[config.mk]
export PLATFORM = sky130hd
export DESIGN_NAME = defect_rect_to_grid_cells
export DESIGN_NICKNAME = d
export VERILOG_FILES = /design/src/sv/drgc_pkg.sv /design/src/sv/drgc_point_gen.sv /design/src/sv/drgc_cell_div.sv /design/src/sv/drgc_merge.sv /design/src/sv/defect_rect_to_grid_cells.sv
export SDC_FILE = /design/constraint.sdc
export NUM_CORES = 2
export LEC_CHECK = 0
export BUFFER_PORTS_ARGS = -buffer_cell sky130_fd_sc_hd__buf_2
export CAP_MARGIN = 40
export CORE_MARGIN = 3
export CORE_UTILIZATION = 57
export DETAILED_ROUTE_END_ITERATION = 10
export GPL_ROUTABILITY_DRIVEN = 0
export PLACE_DENSITY = 0.75
export REMOVE_ABC_BUFFERS = 1
export SLEW_MARGIN = 15
export SYNTH_ARGS = -nofsm -noshare
export SYNTH_HDL_FRONTEND = slang
export SYNTH_HIERARCHICAL = 1
export SYNTH_SLANG_ARGS = --single-unit
[constraint.sdc]
create_clock -name i_clk -period 7.7 [get_ports i_clk]
set_clock_uncertainty 0.05 [all_clocks]
set_input_delay 1.155 -clock i_clk [delete_from_list [all_inputs] [get_ports i_clk]]
set_output_delay 1.155 -clock i_clk [all_outputs]
set_load 0.01 [all_outputs]
[src/sv/drgc_pkg.sv]
// shared constants and types for the defect rectangle to grid cell block
// no dependencies
package drgc_pkg;

    localparam int SIZE_W      = 23;
    localparam int COUNT_W     = 7;
    localparam int TAG_W       = 16;
    localparam int MAX_CELLS_D = 64;
    localparam int COORD_D     = 24;
    localparam int NPTS        = 5;
    localparam int SEEN_N      = NPTS - 1;

    localparam logic [SIZE_W-1:0]  SIZE_RESET  = SIZE_W'(16000);
    localparam logic [COUNT_W-1:0] COUNT_RESET = COUNT_W'(1);

    // config register index
    typedef enum logic [1:0] {
        REG_SURF_W = 2'd0,
        REG_SURF_H = 2'd1,
        REG_COLS   = 2'd2,
        REG_ROWS   = 2'd3
    } t_reg;

    // tested point, in emission order
    typedef enum logic [2:0] {
        PT_TL  = 3'd0,
        PT_TR  = 3'd1,
        PT_BL  = 3'd2,
        PT_BR  = 3'd3,
        PT_MID = 3'd4
    } t_pt;

    // sideband that follows a point through the divider
    typedef struct packed {
        logic           vld;
        t_pt            idx;
        logic [TAG_W-1:0] tag;
    } t_side;

endpackage

[src/sv/drgc_point_gen.sv]
// point sequencer: holds one defect and forms its five test points
// depends on drgc_pkg
module drgc_point_gen #(
    parameter int COORD_BITS = drgc_pkg::COORD_D
) (
    input  logic                          i_clk,
    input  logic                          i_rst_n,
    input  logic                          i_start,
    input  logic signed [COORD_BITS-1:0]  i_x,
    input  logic signed [COORD_BITS-1:0]  i_y,
    input  logic signed [COORD_BITS-1:0]  i_w,
    input  logic signed [COORD_BITS-1:0]  i_h,
    input  logic [drgc_pkg::TAG_W-1:0]    i_tag,
    output logic                          o_busy,
    output logic signed [COORD_BITS:0]    o_px,
    output logic signed [COORD_BITS:0]    o_py,
    output drgc_pkg::t_side               o_side
);

    logic signed [COORD_BITS-1:0] r_x, r_y, r_w, r_h;
    logic [drgc_pkg::TAG_W-1:0]   r_tag;
    logic                         r_act;
    drgc_pkg::t_pt                r_idx;
    logic                         accept;
    logic signed [COORD_BITS:0]   ex, ey, ew, eh, n_px, n_py;
    logic signed [COORD_BITS:0]   r_px, r_py;
    drgc_pkg::t_side              r_side;

    assign o_busy = r_act && (r_idx != drgc_pkg::PT_MID);
    assign accept = i_start && !o_busy;

    // defect hold and point counter
    always_ff @(posedge i_clk) begin
        if (!i_rst_n) begin
            r_act <= 1'b0;
            r_idx <= drgc_pkg::PT_TL;
        end else if (accept) begin
            r_act <= 1'b1;
            r_idx <= drgc_pkg::PT_TL;
        end else if (r_act) begin
            case (r_idx)
                drgc_pkg::PT_TL:  r_idx <= drgc_pkg::PT_TR;
                drgc_pkg::PT_TR:  r_idx <= drgc_pkg::PT_BL;
                drgc_pkg::PT_BL:  r_idx <= drgc_pkg::PT_BR;
                drgc_pkg::PT_BR:  r_idx <= drgc_pkg::PT_MID;
                default:          r_act <= 1'b0;
            endcase
        end
    end

    always_ff @(posedge i_clk) begin
        if (accept) begin
            r_x   <= i_x;
            r_y   <= i_y;
            r_w   <= i_w;
            r_h   <= i_h;
            r_tag <= i_tag;
        end
    end

    // point coordinates, one bit wider so sums never wrap
    always_comb begin
        ex = {r_x[COORD_BITS-1], r_x};
        ey = {r_y[COORD_BITS-1], r_y};
        ew = {r_w[COORD_BITS-1], r_w};
        eh = {r_h[COORD_BITS-1], r_h};
        case (r_idx)
            drgc_pkg::PT_TL: begin n_px = ex;      n_py = ey;      end
            drgc_pkg::PT_TR: begin n_px = ex + ew; n_py = ey;      end
            drgc_pkg::PT_BL: begin n_px = ex;      n_py = ey + eh; end
            drgc_pkg::PT_BR: begin n_px = ex + ew; n_py = ey + eh; end
            default: begin
                n_px = ex + (ew >>> 1);
                n_py = ey + (eh >>> 1);
            end
        endcase
    end

    // point register with its sideband
    always_ff @(posedge i_clk) begin
        r_px       <= n_px;
        r_py       <= n_py;
        r_side.idx <= r_idx;
        r_side.tag <= r_tag;
        if (!i_rst_n) begin
            r_side.vld <= 1'b0;
        end else begin
            r_side.vld <= r_act;
        end
    end

    assign o_px   = r_px;
    assign o_py   = r_py;
    assign o_side = r_side;

endmodule

[src/sv/drgc_cell_div.sv]
// one axis: bounds test, scale by piece count, then a one-bit-per-stage divider
// depends on drgc_pkg
module drgc_cell_div #(
    parameter int COORD_BITS = drgc_pkg::COORD_D,
    parameter int CB         = 7
) (
    input  logic                          i_clk,
    input  logic signed [COORD_BITS:0]    i_p,
    input  logic [drgc_pkg::SIZE_W-1:0]   i_size,
    input  logic [CB-1:0]                 i_n,
    output logic                          o_ok,
    output logic [CB-1:0]                 o_cell
);

    localparam int SW = drgc_pkg::SIZE_W;
    localparam int PW = SW + CB;
    localparam int EW = (COORD_BITS + 1 > SW + 1) ? COORD_BITS + 1 : SW + 1;

    logic [PW-1:0]   r_rem [0:CB];
    logic [CB-1:0]   r_q   [0:CB];
    logic            r_ok  [0:CB];
    logic [SW-1:0]   div;
    logic signed [EW-1:0] pe, se;
    logic            ok;
    logic [CB:0]     q1;

    assign div = (i_size == '0) ? SW'(1) : i_size;
    assign pe  = EW'(i_p);
    assign se  = EW'($signed({1'b0, i_size}));
    assign ok  = (pe >= 0) && (pe <= se);

    // scale stage, the point is known to fit the size width once in range
    always_ff @(posedge i_clk) begin
        r_ok[0]  <= ok;
        r_q[0]   <= '0;
        r_rem[0] <= ok ? (PW'(pe[SW-1:0]) * PW'(i_n)) : '0;
    end

    // restoring divide, quotient bit CB-j in stage j
    for (genvar j = 1; j <= CB; j++) begin : g_stage
        logic [PW-1:0] dsh;
        assign dsh = PW'(div) << (CB - j);
        always_ff @(posedge i_clk) begin
            r_ok[j] <= r_ok[j-1];
            if (r_rem[j-1] >= dsh) begin
                r_rem[j] <= r_rem[j-1] - dsh;
                r_q[j]   <= r_q[j-1] | (CB'(1) << (CB - j));
            end else begin
                r_rem[j] <= r_rem[j-1];
                r_q[j]   <= r_q[j-1];
            end
        end
    end

    // one-based cell, clamped to the piece count
    assign q1     = {1'b0, r_q[CB]} + (CB+1)'(1);
    assign o_ok   = r_ok[CB];
    assign o_cell = (q1 > {1'b0, i_n}) ? i_n : q1[CB-1:0];

endmodule

[src/sv/drgc_merge.sv]
// drops repeated cells, sets the last flag and drives the result word
// depends on drgc_pkg
module drgc_merge #(
    parameter int CB = 7
) (
    input  logic                        i_clk,
    input  logic                        i_rst_n,
    input  drgc_pkg::t_side             i_side,
    input  logic                        i_ok,
    input  logic [CB-1:0]               i_col,
    input  logic [CB-1:0]               i_row,
    output logic                        o_valid,
    output logic [CB-1:0]               o_col,
    output logic [CB-1:0]               o_row,
    output logic                        o_outside,
    output logic [drgc_pkg::TAG_W-1:0]  o_tag,
    output logic                        o_last
);

    localparam int SN = drgc_pkg::SEEN_N;
    localparam int NB = $clog2(SN + 1);

    logic [CB-1:0]  r_sc [0:SN-1];
    logic [CB-1:0]  r_sr [0:SN-1];
    logic [NB-1:0]  r_cnt, n_cnt;
    logic           r_pv, n_pv;
    logic [CB-1:0]  r_pc, r_pr, n_pc, n_pr;
    logic [drgc_pkg::TAG_W-1:0] r_ptag, n_ptag;
    logic           r_fv, n_fv;
    logic [CB-1:0]  r_fc, r_fr, n_fc, n_fr;
    logic [drgc_pkg::TAG_W-1:0] r_ftag, n_ftag;
    logic           r_ov, n_ov, r_oout, n_oout, r_olast, n_olast;
    logic [CB-1:0]  r_oc, r_or, n_oc, n_or;
    logic [drgc_pkg::TAG_W-1:0] r_otag, n_otag;
    logic           dup, fresh, store;

    // repeat check against cells already kept for this defect
    always_comb begin
        dup = 1'b0;
        for (int k = 0; k < SN; k++) begin
            if ((NB'(k) < r_cnt) && (r_sc[k] == i_col) && (r_sr[k] == i_row)) begin
                dup = 1'b1;
            end
        end
        if (i_side.idx == drgc_pkg::PT_TL) begin
            dup = 1'b0;
        end
        fresh = i_side.vld && i_ok && !dup;
    end

    // one-deep hold so the last flag is known before a cell leaves
    always_comb begin
        n_cnt = r_cnt;  n_pv = r_pv;  n_pc = r_pc;  n_pr = r_pr;  n_ptag = r_ptag;
        n_fv = 1'b0;    n_fc = r_fc;  n_fr = r_fr;  n_ftag = r_ftag;
        n_ov = 1'b0;    n_oc = r_oc;  n_or = r_or;  n_otag = r_otag;
        n_oout = 1'b0;  n_olast = 1'b0;
        store = 1'b0;
        if (r_fv) begin
            n_ov = 1'b1; n_oc = r_fc; n_or = r_fr; n_otag = r_ftag; n_olast = 1'b1;
        end
        if (i_side.vld) begin
            case (i_side.idx)
                drgc_pkg::PT_TL: begin
                    n_pv = fresh; n_pc = i_col; n_pr = i_row; n_ptag = i_side.tag;
                    n_cnt = NB'(fresh);
                    store = fresh;
                end
                drgc_pkg::PT_MID: begin
                    n_pv = 1'b0;
                    n_ov = 1'b1;
                    n_otag = i_side.tag;
                    if (fresh && r_pv) begin
                        n_oc = r_pc; n_or = r_pr;
                        n_fv = 1'b1; n_fc = i_col; n_fr = i_row; n_ftag = i_side.tag;
                    end else if (fresh) begin
                        n_oc = i_col; n_or = i_row; n_olast = 1'b1;
                    end else if (r_pv) begin
                        n_oc = r_pc; n_or = r_pr; n_olast = 1'b1;
                    end else begin
                        n_oc = '0; n_or = '0; n_oout = 1'b1; n_olast = 1'b1;
                    end
                end
                default: begin
                    if (fresh) begin
                        if (r_pv) begin
                            n_ov = 1'b1; n_oc = r_pc; n_or = r_pr; n_otag = r_ptag;
                        end
                        n_pv = 1'b1; n_pc = i_col; n_pr = i_row; n_ptag = i_side.tag;
                        n_cnt = r_cnt + NB'(1);
                        store = 1'b1;
                    end
                end
            endcase
        end
    end

    always_ff @(posedge i_clk) begin
        if (!i_rst_n) begin
            r_cnt <= '0;
            r_pv  <= 1'b0;
            r_fv  <= 1'b0;
            r_ov  <= 1'b0;
        end else begin
            r_cnt <= n_cnt;
            r_pv  <= n_pv;
            r_fv  <= n_fv;
            r_ov  <= n_ov;
        end
    end

    always_ff @(posedge i_clk) begin
        r_pc <= n_pc;  r_pr <= n_pr;  r_ptag <= n_ptag;
        r_fc <= n_fc;  r_fr <= n_fr;  r_ftag <= n_ftag;
        r_oc <= n_oc;  r_or <= n_or;  r_otag <= n_otag;
        r_oout <= n_oout;
        r_olast <= n_olast;
        if (store) begin
            if (i_side.idx == drgc_pkg::PT_TL) begin
                r_sc[0] <= i_col;
                r_sr[0] <= i_row;
            end else begin
                r_sc[r_cnt[NB-2:0]] <= i_col;
                r_sr[r_cnt[NB-2:0]] <= i_row;
            end
        end
    end

    assign o_valid   = r_ov;
    assign o_col     = r_oc;
    assign o_row     = r_or;
    assign o_outside = r_oout;
    assign o_tag     = r_otag;
    assign o_last    = r_olast;

endmodule

[src/sv/defect_rect_to_grid_cells.sv]
// top level: config registers, point sequencer, divider pair, result merge
// depends on drgc_pkg, drgc_point_gen, drgc_cell_div, drgc_merge
//
// A defect is taken when start is high and busy is low; the point
// sequencer then feeds its five tested points to the shared column/row
// divider pair one point per cycle, and can take the next defect while
// it forms the last point. Results leave one per cycle on o_valid,
// 1 to 5 per defect in point order, and cannot be held off.
// CB is the bit count of MAX_CELLS, 7 at 64.
module defect_rect_to_grid_cells #(
    parameter int MAX_CELLS  = drgc_pkg::MAX_CELLS_D,
    parameter int COORD_BITS = drgc_pkg::COORD_D,
    parameter int CB         = $clog2(MAX_CELLS + 1)
) (
    input  logic                          i_clk,
    input  logic                          i_rst_n,
    input  logic                          start,
    output logic                          busy,
    input  logic signed [COORD_BITS-1:0]  i_rect_x,
    input  logic signed [COORD_BITS-1:0]  i_rect_y,
    input  logic signed [COORD_BITS-1:0]  i_rect_w,
    input  logic signed [COORD_BITS-1:0]  i_rect_h,
    input  logic [drgc_pkg::TAG_W-1:0]    i_defect_tag,
    output logic                          o_valid,
    output logic [CB-1:0]                 o_cell_col,
    output logic [CB-1:0]                 o_cell_row,
    output logic                          o_outside,
    output logic [drgc_pkg::TAG_W-1:0]    o_tag_out,
    output logic                          o_last,
    input  logic                          psel,
    input  logic                          penable,
    input  logic                          pwrite,
    input  logic [3:0]                    paddr,
    input  logic [31:0]                   pwdata,
    output logic [31:0]                   prdata,
    output logic                          pready
);

    localparam int SW = drgc_pkg::SIZE_W;
    localparam int NW = drgc_pkg::COUNT_W;
    localparam int LAT = CB + 1;
    localparam int EW = (NW > CB) ? NW : CB;

    logic [SW-1:0] r_sw, r_sh;
    logic [NW-1:0] r_cols, r_rows;
    logic [CB-1:0] nc, nr;
    drgc_pkg::t_reg ra;
    logic signed [COORD_BITS:0] px, py;
    drgc_pkg::t_side side, r_side [0:LAT-1];
    logic ok_c, ok_r;
    logic [CB-1:0] col, row;

    // config registers
    assign pready = 1'b1;
    assign ra = drgc_pkg::t_reg'(paddr[3:2]);
    always_ff @(posedge i_clk) begin
        if (!i_rst_n) begin
            r_sw   <= drgc_pkg::SIZE_RESET;
            r_sh   <= drgc_pkg::SIZE_RESET;
            r_cols <= drgc_pkg::COUNT_RESET;
            r_rows <= drgc_pkg::COUNT_RESET;
        end else if (psel && penable && pwrite) begin
            case (ra)
                drgc_pkg::REG_SURF_W: r_sw   <= pwdata[SW-1:0];
                drgc_pkg::REG_SURF_H: r_sh   <= pwdata[SW-1:0];
                drgc_pkg::REG_COLS:   r_cols <= pwdata[NW-1:0];
                default:              r_rows <= pwdata[NW-1:0];
            endcase
        end
    end

    always_comb begin
        case (ra)
            drgc_pkg::REG_SURF_W: prdata = 32'(r_sw);
            drgc_pkg::REG_SURF_H: prdata = 32'(r_sh);
            drgc_pkg::REG_COLS:   prdata = 32'(r_cols);
            default:              prdata = 32'(r_rows);
        endcase
    end

    // piece counts: zero counts as one, saturate at the maximum
    function automatic logic [CB-1:0] eff_count(input logic [NW-1:0] n);
        logic [EW-1:0] v;
        v = EW'(n);
        if (v == '0) return CB'(1);
        if (v > EW'(MAX_CELLS)) return CB'(MAX_CELLS);
        return CB'(v);
    endfunction

    assign nc = eff_count(r_cols);
    assign nr = eff_count(r_rows);

    drgc_point_gen #(.COORD_BITS(COORD_BITS)) u_pts (
        .i_clk(i_clk), .i_rst_n(i_rst_n), .i_start(start),
        .i_x(i_rect_x), .i_y(i_rect_y), .i_w(i_rect_w), .i_h(i_rect_h),
        .i_tag(i_defect_tag), .o_busy(busy),
        .o_px(px), .o_py(py), .o_side(side)
    );

    drgc_cell_div #(.COORD_BITS(COORD_BITS), .CB(CB)) u_div_col (
        .i_clk(i_clk), .i_p(px), .i_size(r_sw), .i_n(nc),
        .o_ok(ok_c), .o_cell(col)
    );

    drgc_cell_div #(.COORD_BITS(COORD_BITS), .CB(CB)) u_div_row (
        .i_clk(i_clk), .i_p(py), .i_size(r_sh), .i_n(nr),
        .o_ok(ok_r), .o_cell(row)
    );

    // sideband delay matching the divider depth
    always_ff @(posedge i_clk) begin
        r_side[0].idx <= side.idx;
        r_side[0].tag <= side.tag;
        for (int k = 1; k < LAT; k++) begin
            r_side[k].idx <= r_side[k-1].idx;
            r_side[k].tag <= r_side[k-1].tag;
        end
        if (!i_rst_n) begin
            for (int k = 0; k < LAT; k++) r_side[k].vld <= 1'b0;
        end else begin
            r_side[0].vld <= side.vld;
            for (int k = 1; k < LAT; k++) r_side[k].vld <= r_side[k-1].vld;
        end
    end

    drgc_merge #(.CB(CB)) u_merge (
        .i_clk(i_clk), .i_rst_n(i_rst_n), .i_side(r_side[LAT-1]),
        .i_ok(ok_c && ok_r), .i_col(col), .i_row(row),
        .o_valid(o_valid), .o_col(o_cell_col), .o_row(o_cell_row),
        .o_outside(o_outside), .o_tag(o_tag_out), .o_last(o_last)
    );

endmodule

Word-level counts from Yosys, hierarchy flattened
Memory sizes are Yosys's and may differ from the RTL's.
Cells that the tools add are included.
{"block": "classes", "addsub": 21, "mul": 2, "n_lt_le_gt_ge": 26, "n_eq_ne": 15, "muxes": 168, "n_bitwise": 40, "n_reduce_logical": 49}
{"operator": "2-to-1 mux 30 bit", "n": 16}
{"operator": "2-to-1 mux 7 bit", "n": 42}
{"operator": "one-hot mux 25 bit (2 select lines)", "n": 2}
{"operator": "2-to-1 mux 1 bit", "n": 86}
{"operator": "2-to-1 mux 16 bit", "n": 5}
{"operator": "one-hot mux 23 bit (3 select lines)", "n": 1}
{"operator": "one-hot mux 16 bit (2 select lines)", "n": 2}
{"operator": "greater-or-equal comparator 30 x 23 -> 1 bit", "n": 2}
{"operator": "greater-or-equal comparator 30 x 24 -> 1 bit", "n": 2}
{"operator": "greater-or-equal comparator 30 x 25 -> 1 bit", "n": 2}
{"operator": "greater-or-equal comparator 30 x 26 -> 1 bit", "n": 2}
{"operator": "greater-or-equal comparator 30 x 27 -> 1 bit", "n": 2}
{"operator": "greater-or-equal comparator 30 x 28 -> 1 bit", "n": 2}
{"operator": "greater-or-equal comparator 30 x 29 -> 1 bit", "n": 2}
{"operator": "multiplier 23 x 7 -> 30 bit", "n": 2}
{"operator": "subtractor 30 x 23 -> 30 bit", "n": 2}
{"operator": "subtractor 30 x 24 -> 30 bit", "n": 2}
{"operator": "subtractor 30 x 25 -> 30 bit", "n": 2}
{"operator": "subtractor 30 x 26 -> 30 bit", "n": 2}
{"operator": "subtractor 30 x 27 -> 30 bit", "n": 2}
{"operator": "subtractor 30 x 28 -> 30 bit", "n": 2}
{"operator": "subtractor 30 x 29 -> 30 bit", "n": 2}
{"operator": "== test 7 bit", "n": 8}
{"operator": "one-hot mux 7 bit (2 select lines)", "n": 4}
{"operator": "other kinds (39)", "n": 125}
{"block": "word_totals", "ff_bits": 344, "ram_bits": 824, "word_cells": 361, "mem_count": 9}
{"memory": "u_div_col.r_rem", "depth": 8, "width": 30, "rd": 7, "rd_ports_with_merged_regs": 0, "write_ports": 8, "line": "drgc_cell_div.sv:19", "source": "logic [PW-1:0] r_rem [0:CB];"}
{"memory": "u_div_row.r_rem", "depth": 8, "width": 30, "rd": 7, "rd_ports_with_merged_regs": 0, "write_ports": 8, "line": "drgc_cell_div.sv:19"}
{"memory": "r_side", "depth": 8, "width": 20, "rd": 8, "rd_ports_with_merged_regs": 0, "write_ports": 8, "line": "defect_rect_to_grid_cells.sv:49", "source": "drgc_pkg::t_side side, r_side [0:LAT-1];"}
{"memory": "u_div_col.r_q", "depth": 8, "width": 7, "rd": 8, "rd_ports_with_merged_regs": 0, "write_ports": 8, "line": "drgc_cell_div.sv:20", "source": "logic [CB-1:0] r_q [0:CB];"}
{"memory": "u_div_row.r_q", "depth": 8, "width": 7, "rd": 8, "rd_ports_with_merged_regs": 0, "write_ports": 8, "line": "drgc_cell_div.sv:20"}
{"memory": "u_merge.r_sc", "depth": 4, "width": 7, "rd": 4, "rd_ports_with_merged_regs": 0, "write_ports": 1, "line": "drgc_merge.sv:23", "source": "logic [CB-1:0] r_sc [0:SN-1];"}
{"memory": "+3 memories"}

Depth between registers and ports, before layout
{"block": "logic_depth", "ltp_word": 24, "depth_mapped": 22, "mapped_depth_nobuf": 21}

Cells and area by module
Netlist, hierarchy kept.
{"mod": "drgc_cell_div (u_div_row)", "n_inst": 1, "cells_per_inst": 2508, "area_per_inst_um2": 21092.7, "seq_area_each_um2": 4924.7}
{"mod": "drgc_cell_div (u_div_col)", "n_inst": 1, "cells_per_inst": 2395, "area_per_inst_um2": 20398.3, "seq_area_each_um2": 4924.7}
{"mod": "drgc_point_gen", "n_inst": 1, "cells_per_inst": 708, "area_per_inst_um2": 8434.3, "seq_area_each_um2": 4844.6}
{"mod": "drgc_merge", "n_inst": 1, "cells_per_inst": 467, "area_per_inst_um2": 6789.0, "seq_area_each_um2": 4244.1}
{"mod": "defect_rect_to_grid_cells", "n_inst": 1, "cells_per_inst": 473, "area_per_inst_um2": 6182.2, "seq_area_each_um2": 4404.2}

Worst setup path before layout
No wires, ideal clock.
{"block": "synth_timing", "path_type": "register to register", "start": "memory u_div_col.r_q[7][0] (netlist: u_div_col/r_q[1][21])", "end": "memory u_merge.r_sc[1][0] (enable)", "setup_time_ps": 427, "t_arrival_ps": 5209, "required_time_ps": 7223, "setup_slack_ps": 2015, "path_stages_with_launch": 19, "path_buffers": 2, "synth_period_minus_slack_ps": 5685, "cell_sequence": "dfxtp_1 > ha_1 > xor2_1 > ha_1 > a21o_1 > a221o_1 > a221oi_1 > a31oi_1 > a31oi_1 > clkbuf_1 > nand2_1 > o21ai_0 > buf_4 > xor2_1 > or4_4 > nor4_4 > a31oi_1 > nand2_2 > nor4b_1"}
{"item": "start, declared", "line": "drgc_cell_div.sv:20"}
{"item": "end, declared", "line": "drgc_merge.sv:23"}

==> impl_metrics.json <==
{
  "synth.yosys.seq_area_share": 0.371,
  "first_global_vias": 47000,
  "synth_top_area_cell": "dfxtp_1",
  "slew_headroom": 0.443,
  "core-area_um2": 109000,
  "drcViolationCount": 0,
  "dpl.hpwl_um": 113000,
  "rows": 121,
  "cp_cell_sequence": "buf_4 > nor2b_1 > and2_1 > fa_1 > fa_1 > fa_1 > inv_1 > fa_1 > inv_1 > ha_1 > a21oi_1 > nor2b_1 > a311oi_1 > o2bb2ai_1 > o21ai_1 > nand2b_1 > a211oi_1 > xor2_1 > nor2_1",
  "period_share": 0.808,
  "h-tree-depth": 3,
  "period_needed_ns": 6.22,
  "die_h_um": 338,
  "drt_pass1_iterations": 6,
  "boundaryPins": 221,
  "slowest_delay_ns": 0.65,
  "fmax_mhz": 161,
  "antenna_found_initial": 10,
  "path_class": "register to register",
  "final_util": 0.633,
  "cts_tree": "done",
  "cts.repair.resized": 0,
  "initial_core_util": 0.576,
  "grt.overflow.total": 0,
  "initialDrtViolationCount": 3867,
  "ys.flop_type": "dfxtp_1",
  "final_hold_viol_count": 0,
  "post_cts_buffers": 0,
  "drive_gt1_frac": 0.103,
  "routed_wl_um": 150000,
  "setup.worst_path.end_class": "register",
  "finalMaxSlewViolations": 0,
  "cts.sinks": 1052,
  "holdBufCountCts": 0,
  "avgSynthCellArea_um2": 9.60,
  "mostFrequentLayoutCells": "823 x dfxtp_1, 569 x nand2_1, 531 x ha_1",
  "io_buffers": 199,
  "peakVddDrop_mv": 0.203,
  "leakagePower_nw": 30.6,
  "setup_ws_ns": 1.48,
  "clockRootBuffer": "clkbuf_16",
  "r2r-start": "r_cols[6]$_SDFFE_PN0P_",
  "vias_per_cell": 5.81,
  "chipWidth_um": 338,
  "vias": 48100,
  "critPathLaunchType": "register",
  "cts_made_buffers": 110,
  "grt_max_degree": 60,
  "critPathTopFamily": "adder cells",
  "grt_pass1_wl_um": 240000,
  "setup-tns-final_ns": 0,
  "run_status": "finished, final reports clean",
  "required_ns": 8.21,
  "pre_cts_slack_ns": 1.60,
  "setup_viol": 0,
  "worst_ep_arrival_time_ns": 6.73,
  "layout.nets": 7619,
  "clock_latency_ns": 0.69,
  "syn_inst": 6551,
  "routedWlPerCell_um": 18.1,
  "final-seq-area_um2": 23300,
  "clk_pin_slew_worst_paths_ns": 0.06,
  "path_buf_inv": 3,
  "syn_area_um2": 62900,
  "power_density_nw_per_um2": 309,
  "maxCapViolCount": 0,
  "cp_max_fo": 32,
  "syn2layout_area_growth_pct": 9.85,
  "netlist.area_leader.share": 0.262,
  "min_from": "r_side[1][37]$_DFF_P_",
  "cts_max_path_buffers": 3,
  "synth_area_leaders": "dfxtp_1 26%, edfxtp_1 11%, ha_1 11%, fa_1 7.1%, a21oi_1 3.4%",
  "ys_types": 129,
  "grt_use_total": 0.254,
  "n_fill_cell": 8802,
  "critPathLaunch": "r_cols[6]$_SDFFE_PN0P_",
  "synth-seq-cells": 1052,
  "async_flop_share": 0,
  "slowest_stage": "nor2b_1",
  "min_path_type": "register to register",
  "die_area_um2": 114000,
  "ys_warn_count": 6,
  "multi_input_area_um2": 36800,
  "layout_commonest_cell": "dfxtp_1",
  "grt_setup_unrepaired": "false",
  "synth-edff-count": 228,
  "tightest_slew_ns": 0.814,
  "drtAntennaViolNets": 0,
  "cp_common_cell": "fa_1"
}
[sequential cells by signal, indices dropped and copies added, names as in the netlist, 16 cells and up]
register,count
u_div_col/r_rem,210
u_pts/r_y,24
r_side,160
u_div_row/r_rem,210
u_pts/o_side,20
u_div_row/r_q,28
u_div_col/r_q,28
u_merge/o_tag,16
r_sh,23
u_merge/r_sr,28
u_pts/r_w,24
u_pts/r_tag,16
u_pts/r_x,24
u_merge/r_sc,28
u_pts/o_py,25
u_merge/r_ftag,16
r_sw,23
u_merge/r_ptag,16
u_pts/o_px,25
u_pts/r_h,24
[through the flow]
| step | instances | power (W) | hold WS (ns) | cell area [um2] |
|---|---|---|---|---|
| 2_1_floorplan | 6332 | 0.0139 | 0.260 | 61800 |
| 3_3_place_gp | 8055 | 0.0155 | 0.260 | 65100 |
| 3_5_place_dp | 8076 | 0.0158 | 0.262 | 65300 |
| 4_1_cts | 8283 | 0.0213 | 0.268 | 69100 |
| 5_1_grt | 8289 | 0.0227 | 0.273 | 69100 |
| 6_report | 8291 | 0.0213 | 0.270 | 69100 |
[final cells by class]
cell class | instances | share of cell area
Antenna cell | 8 | 0.000290
Tap cell | 1476 | 0.0267
Clock inverter | 67 | 0.0106
Inverter | 460 | 0.0250
Multi-Input combinational cell | 4820 | 0.533
Timing Repair Buffer | 268 | 0.0231
Clock buffer | 140 | 0.0437
Sequential cell | 1052 | 0.338
[where the power goes]
| part | internal, W | leakage (nW) | total (W) | switching [W] |
|---|---|---|---|---|
| clock | 0.00320 | 1.84 | 0.00543 | 0.00223 |
| combinational | 0.00371 | 19.8 | 0.00846 | 0.00475 |
| sequential | 0.00681 | 8.98 | 0.00746 | 0.000646 |
[routing by layer]
layer / up-vias / GRT usage / wire length (um)
met5: - / 0 / 13
met4: 2 / 0.105 / 6170
met3: 355 / 0.0350 / 9430
met2: 1778 / 0.418 / 69000
met1: 22700 / 0.338 / 65300
li1: 23300 / - / -
[cell families after synthesis]
kind of cell / count (synthesis) / share of synthesized area
simple gates: 1892 / 0.148
compound gates: 1518 / 0.160
flops: 1052 / 0.371
fa+ha+maj: 754 / 0.176
buf+inv: 687 / 0.0454
xor+xnor: 400 / 0.0557
mux: 246 / 0.0436
other cells: 2 / 0.000119
[path summary, 6_finish.rpt]
path | cells after the start | endpoint | slack, ns
min reg2reg | 0 | r_side[1][57]$_DFF_P_ | 0.27
min | 0 | r_side[1][57]$_DFF_P_ | 0.27
max reg2reg | 19 | u_div_col/r_rem[0][26]$_SDFF_PN0_ | 1.48
max | 19 | u_div_col/r_rem[0][26]$_SDFF_PN0_ | 1.48
[synth_stat cells (11+ instances only)]
| master | instances |
|---|---|
| a2111oi_0 | 12 |
| a211o_1 | 12 |
| a211oi_1 | 63 |
| a211oi_2 | 11 |
| a21o_1 | 180 |
| a21oi_1 | 429 |
| a221oi_1 | 13 |
| a22oi_1 | 14 |
| a31oi_1 | 50 |
| and2_1 | 246 |
| and3_1 | 47 |
| and4_1 | 15 |
| buf_2 | 38 |
| buf_4 | 21 |
| buf_6 | 12 |
| clkbuf_1 | 141 |
| dfxtp_1 | 824 |
| edfxtp_1 | 228 |
| fa_1 | 222 |
| ha_1 | 531 |
| inv_1 | 454 |
| mux2_2 | 111 |
| mux2i_1 | 115 |
| nand2_1 | 569 |
| nand2b_1 | 63 |
| nand3_1 | 92 |
| nand4_1 | 83 |
| nor2_1 | 429 |
| nor2b_1 | 100 |
| nor3_1 | 98 |
| nor4_1 | 48 |
| o211ai_1 | 27 |
| o21a_1 | 76 |
| o21ai_0 | 346 |
| o21ai_1 | 16 |
| o21bai_1 | 45 |
| o221ai_1 | 12 |
| o31a_1 | 29 |
| o31ai_1 | 28 |
| or2_2 | 16 |
| or3_1 | 17 |
| xnor2_1 | 237 |
| xor2_1 | 163 |
[worst reg2reg max path, cell delays in order (launching register included)]
cell and delay [ns]:
dfxtp_1 0.29, buf_4 0.23, nor2b_1 0.65, and2_1 0.24
fa_1 0.43, fa_1 0.49, fa_1 0.56, inv_1 0.06
fa_1 0.53, inv_1 0.04, ha_1 0.36, a21oi_1 0.33
nor2b_1 0.10, a311oi_1 0.47, o2bb2ai_1 0.25, o21ai_1 0.18
nand2b_1 0.25, a211oi_1 0.35, xor2_1 0.18, nor2_1 0.05
No activity file was read; power rests on OpenSTA's default activity.
